$ cat src/hdl/lidar_sector_range_summary_macros.svh
// assertion macros for the lidar sector range summary block
// depends on nothing; included by the top level only
`ifndef LIDAR_SECTOR_RANGE_SUMMARY_MACROS_SVH
`define LIDAR_SECTOR_RANGE_SUMMARY_MACROS_SVH

// same-cycle implication, checked at every rising edge out of reset
`define LSRS_ASSERT_NOW(label, clk, rst, ante, cons) \
   label: assert property (@(posedge clk) disable iff (rst) (ante) |-> (cons)) \
      else $error("lsrs same-cycle check failed");

// next-cycle implication, checked at every rising edge out of reset
`define LSRS_ASSERT_NEXT(label, clk, rst, ante, cons) \
   label: assert property (@(posedge clk) disable iff (rst) (ante) |=> (cons)) \
      else $error("lsrs next-cycle check failed");

`endif

$ cat src/hdl/lsrs_pkg.sv
// shared types, constants and codes for the lidar sector range summary block
// depends on nothing; imported by every module of the block
`default_nettype none

package lsrs_pkg;

   // field widths
   localparam int RANGE_W     = 16;
   localparam int CFG_W       = 10;
   localparam int CSR_INDEX_W = 3;
   localparam int EMPTY_W     = 3;
   localparam int STATUS_W    = 2;

   // scan length limits
   localparam int MAX_POINTS_DEFAULT = 1024;
   localparam int MAX_POINTS_LIMIT   = 4096;

   // accumulator widths sized for the longest allowed scan
   localparam int CNT_W = $clog2(MAX_POINTS_LIMIT + 1);
   localparam int SUM_W = RANGE_W + CNT_W;

   // divider widths: dividend holds a sum or a mean shifted up by 16
   localparam int DEN_W = RANGE_W;
   localparam int DIV_W = (SUM_W > 2 * RANGE_W) ? SUM_W : 2 * RANGE_W;

   // scan summary queue
   localparam int QUEUE_DEPTH = 2;

   // sector bound reset values
   localparam logic [CFG_W-1:0] LEFT_START_RST    = CFG_W'(390);
   localparam logic [CFG_W-1:0] LEFT_END_RST      = CFG_W'(450);
   localparam logic [CFG_W-1:0] RIGHT_START_RST   = CFG_W'(270);
   localparam logic [CFG_W-1:0] RIGHT_END_RST     = CFG_W'(330);
   localparam logic [CFG_W-1:0] FORWARD_START_RST = CFG_W'(330);
   localparam logic [CFG_W-1:0] FORWARD_END_RST   = CFG_W'(390);

   // status codes
   localparam logic [STATUS_W-1:0] STATUS_OK       = 2'd0;
   localparam logic [STATUS_W-1:0] STATUS_ALL_ZERO = 2'd1;
   localparam logic [STATUS_W-1:0] STATUS_OVERFLOW = 2'd2;

   // register indexes
   typedef enum logic [CSR_INDEX_W-1:0] {
      CSR_LEFT_START    = 3'd0,
      CSR_LEFT_END      = 3'd1,
      CSR_RIGHT_START   = 3'd2,
      CSR_RIGHT_END     = 3'd3,
      CSR_FORWARD_START = 3'd4,
      CSR_FORWARD_END   = 3'd5
   } csr_index_type;

   typedef struct packed {
      logic [CFG_W-1:0] left_start;
      logic [CFG_W-1:0] left_end;
      logic [CFG_W-1:0] right_start;
      logic [CFG_W-1:0] right_end;
      logic [CFG_W-1:0] forward_start;
      logic [CFG_W-1:0] forward_end;
   } cfg_type;

   typedef struct packed {
      logic [RANGE_W-1:0] range_mm;
      logic               last;
   } req_payload_type;

   typedef struct packed {
      logic [RANGE_W-1:0]  peak_mm;
      logic [CFG_W-1:0]    max_direction;
      logic [RANGE_W-1:0]  left_mean;
      logic [RANGE_W-1:0]  left_mean_norm;
      logic [RANGE_W-1:0]  forward_mean;
      logic [RANGE_W-1:0]  forward_mean_norm;
      logic [RANGE_W-1:0]  right_mean;
      logic [RANGE_W-1:0]  right_mean_norm;
      logic [EMPTY_W-1:0]  empty_sectors;
      logic [STATUS_W-1:0] status;
   } rsp_payload_type;

   // totals of one finished scan, handed from front to back
   typedef struct packed {
      logic [RANGE_W-1:0] peak_range;
      logic [CFG_W-1:0]   peak_index;
      logic [SUM_W-1:0]   left_sum;
      logic [SUM_W-1:0]   forward_sum;
      logic [SUM_W-1:0]   right_sum;
      logic [CNT_W-1:0]   left_count;
      logic [CNT_W-1:0]   forward_count;
      logic [CNT_W-1:0]   right_count;
      logic               overflowed;
   } scan_sum_type;

   typedef struct packed {
      logic             start;
      logic [DIV_W-1:0] dividend;
      logic [DEN_W-1:0] divisor;
   } div_req_type;

   typedef struct packed {
      logic             done;
      logic [DIV_W-1:0] quotient;
   } div_rsp_type;

   typedef enum logic [1:0] {
      BACK_IDLE,
      BACK_START,
      BACK_BUSY,
      BACK_HOLD
   } back_state_type;

   typedef enum logic [2:0] {
      STEP_LEFT_MEAN,
      STEP_FORWARD_MEAN,
      STEP_RIGHT_MEAN,
      STEP_LEFT_NORM,
      STEP_FORWARD_NORM,
      STEP_RIGHT_NORM
   } step_type;

endpackage

`default_nettype wire

$ cat src/hdl/lsrs_front.sv
// front end: takes range samples, tracks the peak and per-sector totals
// depends on lsrs_pkg; pushes one scan summary per scan into lsrs_queue
`default_nettype none

module lsrs_front
   import lsrs_pkg::*;
#(
   parameter int MAX_POINTS = MAX_POINTS_DEFAULT
) (
   input  wire logic            clock,
   input  wire logic            reset,
   input  wire cfg_type         cfg,
   input  wire logic            req_valid,
   output logic                 req_stall,
   input  wire req_payload_type req_data,
   input  wire logic            q_full,
   output logic                 q_push,
   output scan_sum_type         q_push_data
);

   localparam int IDX_W = $clog2(MAX_POINTS + 1);
   localparam int CMP_W = (IDX_W > CFG_W) ? IDX_W : CFG_W;

   logic [IDX_W-1:0]   sample_index_ff, sample_index_in;
   logic [RANGE_W-1:0] peak_range_ff, peak_range_in;
   logic [CFG_W-1:0]   peak_index_ff, peak_index_in;
   logic [SUM_W-1:0]   left_sum_ff, left_sum_in;
   logic [SUM_W-1:0]   forward_sum_ff, forward_sum_in;
   logic [SUM_W-1:0]   right_sum_ff, right_sum_in;
   logic [CNT_W-1:0]   left_count_ff, left_count_in;
   logic [CNT_W-1:0]   forward_count_ff, forward_count_in;
   logic [CNT_W-1:0]   right_count_ff, right_count_in;
   logic               overflowed_ff, overflowed_in;

   logic               accept;
   logic               in_span;
   logic               nonzero;
   logic [CMP_W-1:0]   idx_ext;
   logic               hit_left;
   logic               hit_right;
   logic               hit_forward;

   // hold off new beats while the summary queue has no room
   assign req_stall = q_full;
   assign accept    = req_valid && !req_stall;

   // sector classification of the current index
   always_comb begin
      idx_ext     = CMP_W'(sample_index_ff);
      in_span     = sample_index_ff < IDX_W'(MAX_POINTS);
      nonzero     = |req_data.range_mm;
      hit_left    = (idx_ext >= CMP_W'(cfg.left_start)) && (idx_ext < CMP_W'(cfg.left_end));
      hit_right   = (idx_ext > CMP_W'(cfg.right_start)) && (idx_ext <= CMP_W'(cfg.right_end));
      hit_forward = (idx_ext >= CMP_W'(cfg.forward_start))
                    && (idx_ext <= CMP_W'(cfg.forward_end));
   end

   // scan state after this beat
   always_comb begin
      sample_index_in  = sample_index_ff;
      peak_range_in    = peak_range_ff;
      peak_index_in    = peak_index_ff;
      left_sum_in      = left_sum_ff;
      forward_sum_in   = forward_sum_ff;
      right_sum_in     = right_sum_ff;
      left_count_in    = left_count_ff;
      forward_count_in = forward_count_ff;
      right_count_in   = right_count_ff;
      overflowed_in    = overflowed_ff;
      if (!in_span) begin
         overflowed_in = 1'b1;
      end else begin
         sample_index_in = sample_index_ff + 1'b1;
         if (req_data.range_mm > peak_range_ff) begin
            peak_range_in = req_data.range_mm;
            peak_index_in = idx_ext[CFG_W-1:0];
         end
         if (nonzero) begin
            priority if (hit_left) begin
               left_sum_in   = left_sum_ff + SUM_W'(req_data.range_mm);
               left_count_in = left_count_ff + 1'b1;
            end else if (hit_right) begin
               right_sum_in   = right_sum_ff + SUM_W'(req_data.range_mm);
               right_count_in = right_count_ff + 1'b1;
            end else if (hit_forward) begin
               forward_sum_in   = forward_sum_ff + SUM_W'(req_data.range_mm);
               forward_count_in = forward_count_ff + 1'b1;
            end
         end
      end
   end

   // scan registers, cleared after the last beat of a scan
   always_ff @(posedge clock) begin
      if (reset || (accept && req_data.last)) begin
         sample_index_ff  <= '0;
         peak_range_ff    <= '0;
         peak_index_ff    <= '0;
         left_sum_ff      <= '0;
         forward_sum_ff   <= '0;
         right_sum_ff     <= '0;
         left_count_ff    <= '0;
         forward_count_ff <= '0;
         right_count_ff   <= '0;
         overflowed_ff    <= 1'b0;
      end else if (accept) begin
         sample_index_ff  <= sample_index_in;
         peak_range_ff    <= peak_range_in;
         peak_index_ff    <= peak_index_in;
         left_sum_ff      <= left_sum_in;
         forward_sum_ff   <= forward_sum_in;
         right_sum_ff     <= right_sum_in;
         left_count_ff    <= left_count_in;
         forward_count_ff <= forward_count_in;
         right_count_ff   <= right_count_in;
         overflowed_ff    <= overflowed_in;
      end
   end

   // summary of the finished scan, including its last beat
   assign q_push                    = accept && req_data.last;
   assign q_push_data.peak_range    = peak_range_in;
   assign q_push_data.peak_index    = peak_index_in;
   assign q_push_data.left_sum      = left_sum_in;
   assign q_push_data.forward_sum   = forward_sum_in;
   assign q_push_data.right_sum     = right_sum_in;
   assign q_push_data.left_count    = left_count_in;
   assign q_push_data.forward_count = forward_count_in;
   assign q_push_data.right_count   = right_count_in;
   assign q_push_data.overflowed    = overflowed_in;

endmodule

`default_nettype wire

$ cat src/hdl/lsrs_queue.sv
// small fifo of scan summaries between the front and back ends
// depends on lsrs_pkg
`default_nettype none

module lsrs_queue
   import lsrs_pkg::*;
(
   input  wire logic         clock,
   input  wire logic         reset,
   input  wire logic         push,
   input  wire scan_sum_type push_data,
   input  wire logic         pop,
   output scan_sum_type      head_data,
   output logic              full,
   output logic              empty
);

   localparam int PTR_W = $clog2(QUEUE_DEPTH);

   scan_sum_type     entries_ff [QUEUE_DEPTH];
   logic [PTR_W-1:0] wr_ptr_ff;
   logic [PTR_W-1:0] rd_ptr_ff;
   logic [PTR_W:0]   count_ff;

   assign full      = count_ff == (PTR_W + 1)'(QUEUE_DEPTH);
   assign empty     = count_ff == '0;
   assign head_data = entries_ff[rd_ptr_ff];

   // storage
   always_ff @(posedge clock) begin
      if (push) begin
         entries_ff[wr_ptr_ff] <= push_data;
      end
   end

   // pointers and fill level
   always_ff @(posedge clock) begin
      if (reset) begin
         wr_ptr_ff <= '0;
         rd_ptr_ff <= '0;
         count_ff  <= '0;
      end else begin
         if (push) begin
            wr_ptr_ff <= wr_ptr_ff + 1'b1;
         end
         if (pop) begin
            rd_ptr_ff <= rd_ptr_ff + 1'b1;
         end
         if (push && !pop) begin
            count_ff <= count_ff + 1'b1;
         end else if (pop && !push) begin
            count_ff <= count_ff - 1'b1;
         end
      end
   end

endmodule

`default_nettype wire

$ cat src/hdl/lsrs_div.sv
// restoring divider, one quotient bit per cycle
// depends on lsrs_pkg; shared by all six divisions of the back end
`default_nettype none

module lsrs_div
   import lsrs_pkg::*;
(
   input  wire logic        clock,
   input  wire logic        reset,
   input  wire div_req_type div_req,
   output div_rsp_type      div_rsp
);

   localparam int CNT_BITS = $clog2(DIV_W);

   logic [DEN_W-1:0]    rem_ff, rem_in;
   logic [DIV_W-1:0]    quo_ff, quo_in;
   logic [DEN_W-1:0]    den_ff;
   logic [CNT_BITS-1:0] bit_cnt_ff;
   logic                busy_ff;
   logic                done_ff;
   logic [DEN_W:0]      trial;
   logic [DEN_W:0]      diff;

   // one shift-and-subtract step
   always_comb begin
      trial = {rem_ff, quo_ff[DIV_W-1]};
      diff  = trial - {1'b0, den_ff};
      if (trial >= {1'b0, den_ff}) begin
         rem_in = diff[DEN_W-1:0];
         quo_in = {quo_ff[DIV_W-2:0], 1'b1};
      end else begin
         rem_in = trial[DEN_W-1:0];
         quo_in = {quo_ff[DIV_W-2:0], 1'b0};
      end
   end

   // datapath
   always_ff @(posedge clock) begin
      if (div_req.start) begin
         rem_ff <= '0;
         quo_ff <= div_req.dividend;
         den_ff <= div_req.divisor;
      end else if (busy_ff) begin
         rem_ff <= rem_in;
         quo_ff <= quo_in;
      end
   end

   // step counter and done pulse
   always_ff @(posedge clock) begin
      if (reset) begin
         busy_ff    <= 1'b0;
         done_ff    <= 1'b0;
         bit_cnt_ff <= '0;
      end else begin
         done_ff <= 1'b0;
         if (div_req.start) begin
            busy_ff    <= 1'b1;
            bit_cnt_ff <= '0;
         end else if (busy_ff) begin
            bit_cnt_ff <= bit_cnt_ff + 1'b1;
            if (bit_cnt_ff == CNT_BITS'(DIV_W - 1)) begin
               busy_ff <= 1'b0;
               done_ff <= 1'b1;
            end
         end
      end
   end

   assign div_rsp.done     = done_ff;
   assign div_rsp.quotient = quo_ff;

endmodule

`default_nettype wire

$ cat src/hdl/lsrs_back.sv
// back end: turns a scan summary into means and normalized means
// depends on lsrs_pkg; drives lsrs_div and owns the result register
`default_nettype none

module lsrs_back
   import lsrs_pkg::*;
(
   input  wire logic         clock,
   input  wire logic         reset,
   input  wire logic         q_empty,
   input  wire scan_sum_type q_head,
   output logic              q_pop,
   output div_req_type       div_req,
   input  wire div_rsp_type  div_rsp,
   output logic              rsp_valid,
   input  wire logic         rsp_stall,
   output rsp_payload_type   rsp_data
);

   back_state_type     state_ff, state_in;
   step_type           step_ff;
   scan_sum_type       sum_ff;
   logic [RANGE_W-1:0] left_mean_ff, forward_mean_ff, right_mean_ff;
   logic [RANGE_W-1:0] left_norm_ff, forward_norm_ff, right_norm_ff;
   logic               rsp_valid_ff;
   rsp_payload_type    rsp_data_ff;

   logic               load_out;
   logic               div_start;
   logic               last_step;
   logic [CNT_W-1:0]   sel_count;
   logic [RANGE_W-1:0] mean_q;
   logic [RANGE_W-1:0] norm_q;

   assign last_step = step_ff == STEP_RIGHT_NORM;

   // next state
   always_comb begin
      state_in = state_ff;
      unique case (state_ff)
         BACK_IDLE: begin
            if (!q_empty) begin
               state_in = BACK_START;
            end
         end
         BACK_START: begin
            state_in = BACK_BUSY;
         end
         BACK_BUSY: begin
            if (div_rsp.done) begin
               state_in = last_step ? BACK_HOLD : BACK_START;
            end
         end
         BACK_HOLD: begin
            if (!rsp_valid_ff || !rsp_stall) begin
               state_in = BACK_IDLE;
            end
         end
         default: begin
            state_in = BACK_IDLE;
         end
      endcase
   end

   // state outputs
   always_comb begin
      q_pop     = (state_ff == BACK_IDLE) && !q_empty;
      div_start = state_ff == BACK_START;
      load_out  = (state_ff == BACK_HOLD) && (!rsp_valid_ff || !rsp_stall);
   end

   // divider operands for the current step
   always_comb begin
      div_req.start    = div_start;
      div_req.dividend = '0;
      div_req.divisor  = '0;
      sel_count        = '0;
      unique case (step_ff)
         STEP_LEFT_MEAN: begin
            div_req.dividend = DIV_W'(sum_ff.left_sum);
            div_req.divisor  = DEN_W'(sum_ff.left_count);
            sel_count        = sum_ff.left_count;
         end
         STEP_FORWARD_MEAN: begin
            div_req.dividend = DIV_W'(sum_ff.forward_sum);
            div_req.divisor  = DEN_W'(sum_ff.forward_count);
            sel_count        = sum_ff.forward_count;
         end
         STEP_RIGHT_MEAN: begin
            div_req.dividend = DIV_W'(sum_ff.right_sum);
            div_req.divisor  = DEN_W'(sum_ff.right_count);
            sel_count        = sum_ff.right_count;
         end
         STEP_LEFT_NORM: begin
            div_req.dividend = DIV_W'({left_mean_ff, {RANGE_W{1'b0}}});
            div_req.divisor  = sum_ff.peak_range;
         end
         STEP_FORWARD_NORM: begin
            div_req.dividend = DIV_W'({forward_mean_ff, {RANGE_W{1'b0}}});
            div_req.divisor  = sum_ff.peak_range;
         end
         STEP_RIGHT_NORM: begin
            div_req.dividend = DIV_W'({right_mean_ff, {RANGE_W{1'b0}}});
            div_req.divisor  = sum_ff.peak_range;
         end
         default: begin
            div_req.dividend = '0;
         end
      endcase
   end

   // empty sector gives zero, zero peak gives zero, a full ratio saturates
   always_comb begin
      mean_q = (sel_count == '0) ? '0 : div_rsp.quotient[RANGE_W-1:0];
      if (sum_ff.peak_range == '0) begin
         norm_q = '0;
      end else if (|div_rsp.quotient[DIV_W-1:RANGE_W]) begin
         norm_q = '1;
      end else begin
         norm_q = div_rsp.quotient[RANGE_W-1:0];
      end
   end

   // control registers
   always_ff @(posedge clock) begin
      if (reset) begin
         state_ff     <= BACK_IDLE;
         step_ff      <= STEP_LEFT_MEAN;
         rsp_valid_ff <= 1'b0;
      end else begin
         state_ff <= state_in;
         if (q_pop) begin
            step_ff <= STEP_LEFT_MEAN;
         end else if ((state_ff == BACK_BUSY) && div_rsp.done && !last_step) begin
            step_ff <= step_type'(step_ff + 1'b1);
         end
         if (load_out) begin
            rsp_valid_ff <= 1'b1;
         end else if (!rsp_stall) begin
            rsp_valid_ff <= 1'b0;
         end
      end
   end

   // summary capture and division results
   always_ff @(posedge clock) begin
      if (q_pop) begin
         sum_ff <= q_head;
      end
      if ((state_ff == BACK_BUSY) && div_rsp.done) begin
         unique case (step_ff)
            STEP_LEFT_MEAN:    left_mean_ff    <= mean_q;
            STEP_FORWARD_MEAN: forward_mean_ff <= mean_q;
            STEP_RIGHT_MEAN:   right_mean_ff   <= mean_q;
            STEP_LEFT_NORM:    left_norm_ff    <= norm_q;
            STEP_FORWARD_NORM: forward_norm_ff <= norm_q;
            STEP_RIGHT_NORM:   right_norm_ff   <= norm_q;
            default:           left_mean_ff    <= left_mean_ff;
         endcase
      end
   end

   // result register
   always_ff @(posedge clock) begin
      if (load_out) begin
         rsp_data_ff.peak_mm           <= sum_ff.peak_range;
         rsp_data_ff.max_direction     <= sum_ff.peak_index;
         rsp_data_ff.left_mean         <= left_mean_ff;
         rsp_data_ff.left_mean_norm    <= left_norm_ff;
         rsp_data_ff.forward_mean      <= forward_mean_ff;
         rsp_data_ff.forward_mean_norm <= forward_norm_ff;
         rsp_data_ff.right_mean        <= right_mean_ff;
         rsp_data_ff.right_mean_norm   <= right_norm_ff;
         rsp_data_ff.empty_sectors     <= {sum_ff.right_count == '0,
                                           sum_ff.forward_count == '0,
                                           sum_ff.left_count == '0};
         if (sum_ff.peak_range == '0) begin
            rsp_data_ff.status <= STATUS_ALL_ZERO;
         end else if (sum_ff.overflowed) begin
            rsp_data_ff.status <= STATUS_OVERFLOW;
         end else begin
            rsp_data_ff.status <= STATUS_OK;
         end
      end
   end

   assign rsp_valid = rsp_valid_ff;
   assign rsp_data  = rsp_data_ff;

endmodule

`default_nettype wire

$ cat src/hdl/lidar_sector_range_summary.sv
// Lidar sector range summary, top level.
// Input channel req_*: one range sample per beat, req_data.last marks the
// final sample of a scan; the beat's position in the scan is its index.
// Output channel rsp_*: one summary beat per scan (peak, sector means,
// normalized means, empty-sector flags, status).
// Config port csr_*: six 10-bit sector bounds. The user must see that they
// are written only while idle; the block itself does not enforce this.
// Throughput: one sample per cycle while req_stall is low. Each scan then
// needs six divisions in one shared radix-2 divider; a two-entry summary
// queue lets the front keep taking samples of the next scans while the back
// end works, and the front stalls only when that queue is full.
// Reset (synchronous) clears all scan state, empties the queue and loads the
// default bounds. A stalled summary beat holds in the output register while
// the back end goes on with the next scan.
// depends on lsrs_pkg, lsrs_front, lsrs_queue, lsrs_div, lsrs_back
`default_nettype none

`include "lidar_sector_range_summary_macros.svh"

module lidar_sector_range_summary
   import lsrs_pkg::*;
#(
   parameter int MAX_POINTS = MAX_POINTS_DEFAULT
) (
   input  wire logic                   clock,
   input  wire logic                   reset,
   input  wire logic                   req_valid,
   output logic                        req_stall,
   input  wire req_payload_type        req_data,
   output logic                        rsp_valid,
   input  wire logic                   rsp_stall,
   output rsp_payload_type             rsp_data,
   input  wire logic                   csr_write,
   input  wire logic [CSR_INDEX_W-1:0] csr_index,
   input  wire logic [CFG_W-1:0]       csr_wdata
);

   cfg_type      cfg_ff;
   logic         q_push;
   scan_sum_type q_push_data;
   logic         q_pop;
   scan_sum_type q_head;
   logic         q_full;
   logic         q_empty;
   div_req_type  div_req;
   div_rsp_type  div_rsp;

   // sector bound registers
   always_ff @(posedge clock) begin
      if (reset) begin
         cfg_ff.left_start    <= LEFT_START_RST;
         cfg_ff.left_end      <= LEFT_END_RST;
         cfg_ff.right_start   <= RIGHT_START_RST;
         cfg_ff.right_end     <= RIGHT_END_RST;
         cfg_ff.forward_start <= FORWARD_START_RST;
         cfg_ff.forward_end   <= FORWARD_END_RST;
      end else if (csr_write) begin
         unique case (csr_index_type'(csr_index))
            CSR_LEFT_START:    cfg_ff.left_start    <= csr_wdata;
            CSR_LEFT_END:      cfg_ff.left_end      <= csr_wdata;
            CSR_RIGHT_START:   cfg_ff.right_start   <= csr_wdata;
            CSR_RIGHT_END:     cfg_ff.right_end     <= csr_wdata;
            CSR_FORWARD_START: cfg_ff.forward_start <= csr_wdata;
            CSR_FORWARD_END:   cfg_ff.forward_end   <= csr_wdata;
            default:           cfg_ff               <= cfg_ff;
         endcase
      end
   end

   lsrs_front #(
      .MAX_POINTS (MAX_POINTS)
   ) u_front (
      .clock       (clock),
      .reset       (reset),
      .cfg         (cfg_ff),
      .req_valid   (req_valid),
      .req_stall   (req_stall),
      .req_data    (req_data),
      .q_full      (q_full),
      .q_push      (q_push),
      .q_push_data (q_push_data)
   );

   lsrs_queue u_queue (
      .clock     (clock),
      .reset     (reset),
      .push      (q_push),
      .push_data (q_push_data),
      .pop       (q_pop),
      .head_data (q_head),
      .full      (q_full),
      .empty     (q_empty)
   );

   lsrs_div u_div (
      .clock   (clock),
      .reset   (reset),
      .div_req (div_req),
      .div_rsp (div_rsp)
   );

   lsrs_back u_back (
      .clock     (clock),
      .reset     (reset),
      .q_empty   (q_empty),
      .q_head    (q_head),
      .q_pop     (q_pop),
      .div_req   (div_req),
      .div_rsp   (div_rsp),
      .rsp_valid (rsp_valid),
      .rsp_stall (rsp_stall),
      .rsp_data  (rsp_data)
   );

   // a finished scan is always waiting in the queue right after its last beat
   `LSRS_ASSERT_NEXT(a_last_queued, clock, reset, req_valid && !req_stall && req_data.last, !q_empty)

   // an all-zero scan reports a zero peak and zero normalized means
   `LSRS_ASSERT_NOW(a_all_zero, clock, reset, rsp_valid && (rsp_data.status == STATUS_ALL_ZERO), (rsp_data.peak_mm == '0) && (rsp_data.left_mean_norm == '0) && (rsp_data.forward_mean_norm == '0) && (rsp_data.right_mean_norm == '0))

   // an empty left sector reports zero mean and zero normalized mean
   `LSRS_ASSERT_NOW(a_left_empty, clock, reset, rsp_valid && rsp_data.empty_sectors[0], (rsp_data.left_mean == '0) && (rsp_data.left_mean_norm == '0))

   // a forward mean equal to the peak saturates its normalized value
   `LSRS_ASSERT_NOW(a_forward_sat, clock, reset, rsp_valid && (rsp_data.peak_mm != '0) && (rsp_data.forward_mean == rsp_data.peak_mm), rsp_data.forward_mean_norm == '1)

endmodule

`default_nettype wire
$ cat config.mk
export PLATFORM = sky130hd
export DESIGN_NAME = lidar_sector_range_summary
export DESIGN_NICKNAME = d
export VERILOG_FILES = /design/src/hdl/lsrs_pkg.sv /design/src/hdl/lsrs_front.sv /design/src/hdl/lsrs_queue.sv /design/src/hdl/lsrs_div.sv /design/src/hdl/lsrs_back.sv /design/src/hdl/lidar_sector_range_summary.sv
export VERILOG_INCLUDE_DIRS = /design/src /design/src/hdl
export SDC_FILE = /design/constraint.sdc
export NUM_CORES = 2
export LEC_CHECK = 0
export ABC_AREA = 1
export BUFFER_PORTS_ARGS = -buffer_cell sky130_fd_sc_hd__clkbuf_2
export CORE_MARGIN = 8
export CORE_UTILIZATION = 45
export DETAILED_ROUTE_END_ITERATION = 12
export SYNTH_ARGS = -nofsm -noshare
export SYNTH_HDL_FRONTEND = slang
export SYNTH_SLANG_ARGS = --single-unit
$ cat constraint.sdc
create_clock -name clock -period 14.13 [get_ports clock]
set_clock_uncertainty 0.05 [all_clocks]
set_input_delay 1.413 -clock clock [delete_from_list [all_inputs] [get_ports clock]]
set_output_delay 1.413 -clock clock [all_outputs]
set_load 0.02 [all_outputs]
After elaboration in Yosys (flattened, before gate mapping)
Memory sizes are Yosys's and may differ from the RTL's. A register that Yosys moved wholly into a read port is not among the register bits.
Index checks and enable logic that the tools add are counted.
{"block": "totals", "output_inout_bits": 129, "regBits": 528, "wordCells": 194, "in_bits": 35, "mem_bits_rw": 306, "memories": 1}
{"block": "op_classes", "eq_ne": 19, "n_bitwise": 1, "n_reduce_logical": 51, "n_mux": 55, "n_lt_le_gt_ge": 9, "addsub": 14}
{"memory": "u_queue.entries_ff", "depth": 2, "width": 153, "read_ports": 1, "rd_ports_with_merged_regs": 1, "wr": 1, "line_no": "lsrs_queue.sv:20", "rtl": "scan_sum_type entries_ff [QUEUE_DEPTH];"}
{"cell": "$mux W29", "count": 12}
{"cell": "$pmux W32 S6", "count": 1}
{"cell": "$mux W13", "count": 12}
{"cell": "$mux W16", "count": 6}
{"cell": "$add A29 B16 Y29", "count": 3}
{"cell": "$mux W32", "count": 2}
{"cell": "$pmux W16 S4", "count": 1}
{"cell": "$logic_not A13 Y1", "count": 4}
{"cell": "$add A13 B1 Y13 const B", "count": 3}
{"cell": "$pmux W13 S3", "count": 1}
{"cell": "$reduce_or A16 Y1", "count": 2}
{"cell": "$reduce_and A2 Y1", "count": 13}
{"cell": "$ge A11 B10 Y1", "count": 2}
{"cell": "$le A11 B10 Y1", "count": 2}
{"cell": "$mux W10", "count": 2}
{"cell": "$ge A17 B16 Y1", "count": 1}
{"cell": "$gt A16 B16 Y1", "count": 1}
{"cell": "$logic_not A16 Y1", "count": 1}
{"cell": "$sub A16 B16 Y16", "count": 1}
{"cell": "$mux W2", "count": 7}
{"cell": "$eq A3 B2 Y1 const B", "count": 4}
{"cell": "$eq A3 B3 Y1 const B", "count": 4}
{"cell": "$add A11 B1 Y11 const B", "count": 1}
{"cell": "$gt A11 B10 Y1", "count": 1}
{"cell": "25 further kinds", "count": 62}

Longest topological paths before layout
{"block": "depth", "ltp_word": 8, "depth_mapped": 19}

Cells and area by module
From an unflattened synthesis, not the netlist that was laid out.
{"block": "unflattened", "hier_cells": 4479, "area_unflattened_um2": 45303.4}
{"mod": "lsrs_front", "n_inst": 1, "cells_each": 2301, "area_per_inst_um2": 13880.8, "seq_area_each_um2": 3283.1}
{"mod": "lsrs_back", "n_inst": 1, "cells_each": 840, "area_per_inst_um2": 13490.4, "seq_area_each_um2": 11410.9}
{"mod": "lsrs_queue", "n_inst": 1, "cells_each": 509, "area_per_inst_um2": 11542.3, "seq_area_each_um2": 9288.9}
{"mod": "lsrs_div", "n_inst": 1, "cells_each": 505, "area_per_inst_um2": 4033.9, "seq_area_each_um2": 1901.8}
{"mod": "lidar_sector_range_summary", "n_inst": 1, "cells_each": 324, "area_per_inst_um2": 2356.0, "seq_area_each_um2": 1201.2}

Worst setup path before layout
Ideal clock, no wire load.
{"block": "synth_timing", "path_type": "reg2reg", "from": "reg u_queue.count_ff[0]", "to": "reg u_queue.count_ff[1]", "setup_time_ns": 0.122, "n_path_buf": 0, "synth_period_minus_slack_ns": 13.451, "arrival_time_ns": 13.279, "stages_incl_launch_ff": 9, "path_slack_ns": 0.679, "path_cell_list": "dfxtp_1 > inv_1 > a211oi_1 > inv_1 > ha_1 > a21oi_1 > o21ai_0 > o21ai_0 > a21oi_1"}
{"block": "synth_between", "elab_cells_between_ends": 16, "cone_classes": "add/sub: 2; eq/ne: 1; mux: 2; reduce/logical: 11"}
{"element": "from (decl)", "line_no": "lsrs_queue.sv:23", "rtl": "logic [PTR_W:0] count_ff;"}
{"element": "from (signal assigned)", "line_no": "lsrs_queue.sv:50", "rtl": "count_ff <= count_ff + 1'b1;"}
{"element": "from (signal assigned)", "line_no": "lsrs_queue.sv:52", "rtl": "count_ff <= count_ff - 1'b1;"}
{"element": "$logic_not A2 Y1 (*)", "line_no": "lsrs_queue.sv:26", "rtl": "assign empty = count_ff == '0;"}
{"element": "$logic_not A1 Y1 (*)"}
{"element": "$logic_and A1 B1 Y1 (*)", "line_no": "lsrs_back.sv:67", "rtl": "q_pop = (state_ff == BACK_IDLE) && !q_empty;"}
{"element": "net q_pop", "line_no": "lidar_sector_range_summary.sv:41", "rtl": "logic q_pop;"}
{"element": "$logic_not A1 Y1", "line_no": "lsrs_queue.sv:49", "rtl": "if (push && !pop) begin"}
{"element": "$logic_and A1 B1 Y1", "line_no": "lsrs_queue.sv:49"}
{"element": "$mux W2 / $reduce_bool A2 Y1 (equally long branches)"}
The timed path passes the listed nets; every way through them passes the cells marked *. The select of a mux whose other input is x is not followed.
A chain may end at the register's enable or synchronous reset.

==> impl_metrics.csv <==
group,metric,value,unit
synthesis,synth_edf_count,730,
setup_path,cp.arrival,5040,ps
setup_path,cp-end-kind,"flop",
global_route,grt_pass1_vias,29000,
final_layout,area_growth_syn_to_layout,13.0,%
timing,timing.final.crit_period,4460,ps
timing,final.setup.tns,0,ps
drt,antenna_left,0,
worst_hold_path,hold_path.class,"reg2reg",
setup_path,reg2reg_slack,9670,ps
timing,timing.final.crit_share,0.316,
placed_design,place_congestion,0.919,
global_route,overflow,0,
final_layout,layout_common_cells,"1261 x nand2_1, 730 x edfxtp_1, 562 x inv_1",
power,finalPower,8.66,mW
run,drv_cap,0,
timing,max_freq,0.224,GHz
synthesis,synth.avg_cell_area,9.68,um2
timing,final_hold_viol_count,0,
floorplan,core.rowCount,114,
worst_hold_path,holdCritStartpoint,"u_back.left_norm_ff[15]",
clocking,cts_setup_buffers,0,
outcome,status,"completed",
synthesis,ys_seq_elements,987,
synthesis,synth-async-reset-ratio,0,
global_route,grt_pass1_wl,173000,um
clocking,clockBufferDepth,3,
timing,slew_violations,0,
global_route,grt_util_all_layers,0.204,
setup_path,critPathRequiredTime,14710,ps
synthesis,syn_area,44000,um2
setup_path,r2r_cells,11,
synthesis,syn_nets,4730,
synthesis,synth.yosys.seq_area_share,0.616,
final_layout,drive_gt1_frac,0.0812,
global_route,antenna_found_initial,2,
final_layout,final_common_cell,"nand2_1",
clocking,clock_sinks,987,
clocking,cts_hold_buffers,0,
floorplan,fp.dieH,329,um
clocking,cts_tree,"yes",
floorplan,die_area,108000,um2
setup_path,critPathLaunchType,"flop",
clocking,clkTransAtPathRegs,60,ps
synthesis,yosys.cell_types.count,49,
power,powerDensity,174,nW/um2
floorplan,initial_utilization,0.455,
setup_path,reg2reg_from,"u_front.idx_ext[10]",
timing,worst_pin_slew,1090,ps
setup_path,reg2reg_to,"u_front.left_sum_ff[10]",
timing,rsz0062_at_grt,"false",
timing,final-setup-viol-count,0,
synthesis,yosys_warnings,0,
power,power.leakage,21.0,nW
clocking,clk_latency,700,ps
drt,finalWirelength,113000,um
drt,drtIter0Drc,2614,
global_route,grt_max_degree,179,
power,max-vdd-ir-drop,192,uV
clocking,cts_resized,0,
timing,relSlewSlack,0.274,
final_layout,nets,4880,
drt,drc,0,
drt,routed-via-count,31300,
floorplan,pin_count,164,
synthesis,synth_cells,4540,
drt,post_drt_wl_per_cell,18.6,um
floorplan,coreArea,96700,um2
clocking,cts_root_buffer,"clkbuf_16",
clocking,numCtsBuffers,104,
floorplan,die_w,329,um
clocking,htree_num_levels,3,
synthesis,synth_flop_cell,"edfxtp_1",
setup_path,path_max_fanout,28,
worst_hold_path,hold_path_end,"u_back.rsp_data[84]",
placed_design,dp_hpwl,77000,um
drt,firstDrtPassIters,6,
placed_design,port_buffers,163,
setup_path,path_class,"reg2reg",
drt,vias_per_cell,5.17,
worst_hold_path,min_path_cells,0,
through the flow:
step,hold slack [ps],area (um2),setup WS [ps],util,std cells
final,367,49700,9670,0.514,6056
after global routing,368,49700,9400,0.514,6055
after CTS,363,49700,9730,0.514,6055
after detailed placement,355,46100,9070,0.477,5860
after global placement,350,46100,9230,0.477,5860
after floorplan,350,44000,679,-,4540
worst max path at each step:
| stage | startpoint | endpoint | slack (ps) |
|---|---|---|---|
| after floorplan | u_queue.count_ff[0] | u_queue.count_ff[1] | 680 |
| after global placement | req_data[2] | u_queue.entries_ff[0][138] | 9230 |
| after detailed placement | req_data[2] | u_queue.entries_ff[0][132] | 9070 |
| after CTS | u_front.idx_ext[10] | u_front.left_sum_ff[3] | 9730 |
| after global routing | u_front.idx_ext[10] | u_front.left_sum_ff[9] | 9400 |
| final | u_front.idx_ext[10] | u_front.left_sum_ff[10] | 9670 |
synthesized netlist by cell type (31+ instances only):
cell,count,area share
xor2_1,46,0.0092
dfxtp_1,257,0.12
o21ai_0,268,0.031
ha_1,151,0.043
nor2_1,274,0.023
o21ai_1,35,0.0040
nand2_1,1262,0.11
nand4_1,54,0.0077
nand3_1,230,0.026
a21oi_1,295,0.034
edfxtp_1,730,0.50
inv_1,564,0.048
clkbuf_1,121,0.010
nor3_1,31,0.0035
sequential cells by signal (all words and copies together), names as in the netlist, 5 cells and up:
register and cells:
u_back.sum_ff 153, u_back.right_norm_ff 16, u_back.left_mean_ff 16, u_back.right_mean_ff 16
u_back.left_norm_ff 16, u_front.peak_range_ff 16, u_queue.entries_ff 306, u_div.quo_ff 32
cfg_ff 60, u_back.forward_mean_ff 16, u_front.forward_count_ff 13, u_front.forward_sum_ff 29
u_div.rem_ff 16, u_div.den_ff 16, u_front.right_sum_ff 29, u_back.forward_norm_ff 16
u_front.left_sum_ff 29, u_front.peak_index_ff 10, u_back.rsp_data 127, u_div.bit_cnt_ff 5
u_front.left_count_ff 13, u_front.idx_ext 11, u_front.right_count_ff 13
logic make-up after synthesis:
| family | count (synthesis) | synth area share |
|---|---|---|
| buffers and inverters | 729 | 0.0637 |
| AO/OA/AOI/OAI | 702 | 0.0865 |
| XOR/XNOR | 65 | 0.0129 |
| adder cells (fa/ha/maj) | 155 | 0.0448 |
| AND/OR/NAND/NOR | 1902 | 0.176 |
| flip-flops | 987 | 0.616 |
area by class of cell:
type / instances / area (um2)
tap: 1276 / 1600
fill: 8707 / 47000
clock buffer: 134 / 2800
antenna: 1 / 2.50
clock inverter: 61 / 777
timing repair buffer: 199 / 1110
inverter: 574 / 2160
sequential: 987 / 27100
multi-input combinational: 2824 / 14200
power by group:
part | total, mW | internal [mW] | switching, mW | leakage [nW]
registers | 4.03 | 3.80 | 0.231 | 8.74
clock network | 2.81 | 1.65 | 1.17 | 1.71
logic | 1.81 | 0.478 | 1.33 | 10.5
total | 8.66 | 5.93 | 2.73 | 21.0
routing by layer:
metal,up-vias,GRT usage,wire [um]
met5,-,0,0
met4,0,0.0590,2690
met3,161,0.0338,6840
met2,893,0.324,50700
met1,14700,0.287,52400
li1,15500,-,-
critical path, stage by stage, from the launching register on:
cell and delay (ps):
dfxtp_1 910, clkinv_2 430, nand4_1 200, inv_1 50, nand2_1 60, nand4_1 290
nand3_1 160, buf_4 300, clkinv_1 800, o21ai_0 890, o21ai_0 170, inv_1 80
Note: power is estimated with default switching activity, not from simulation.
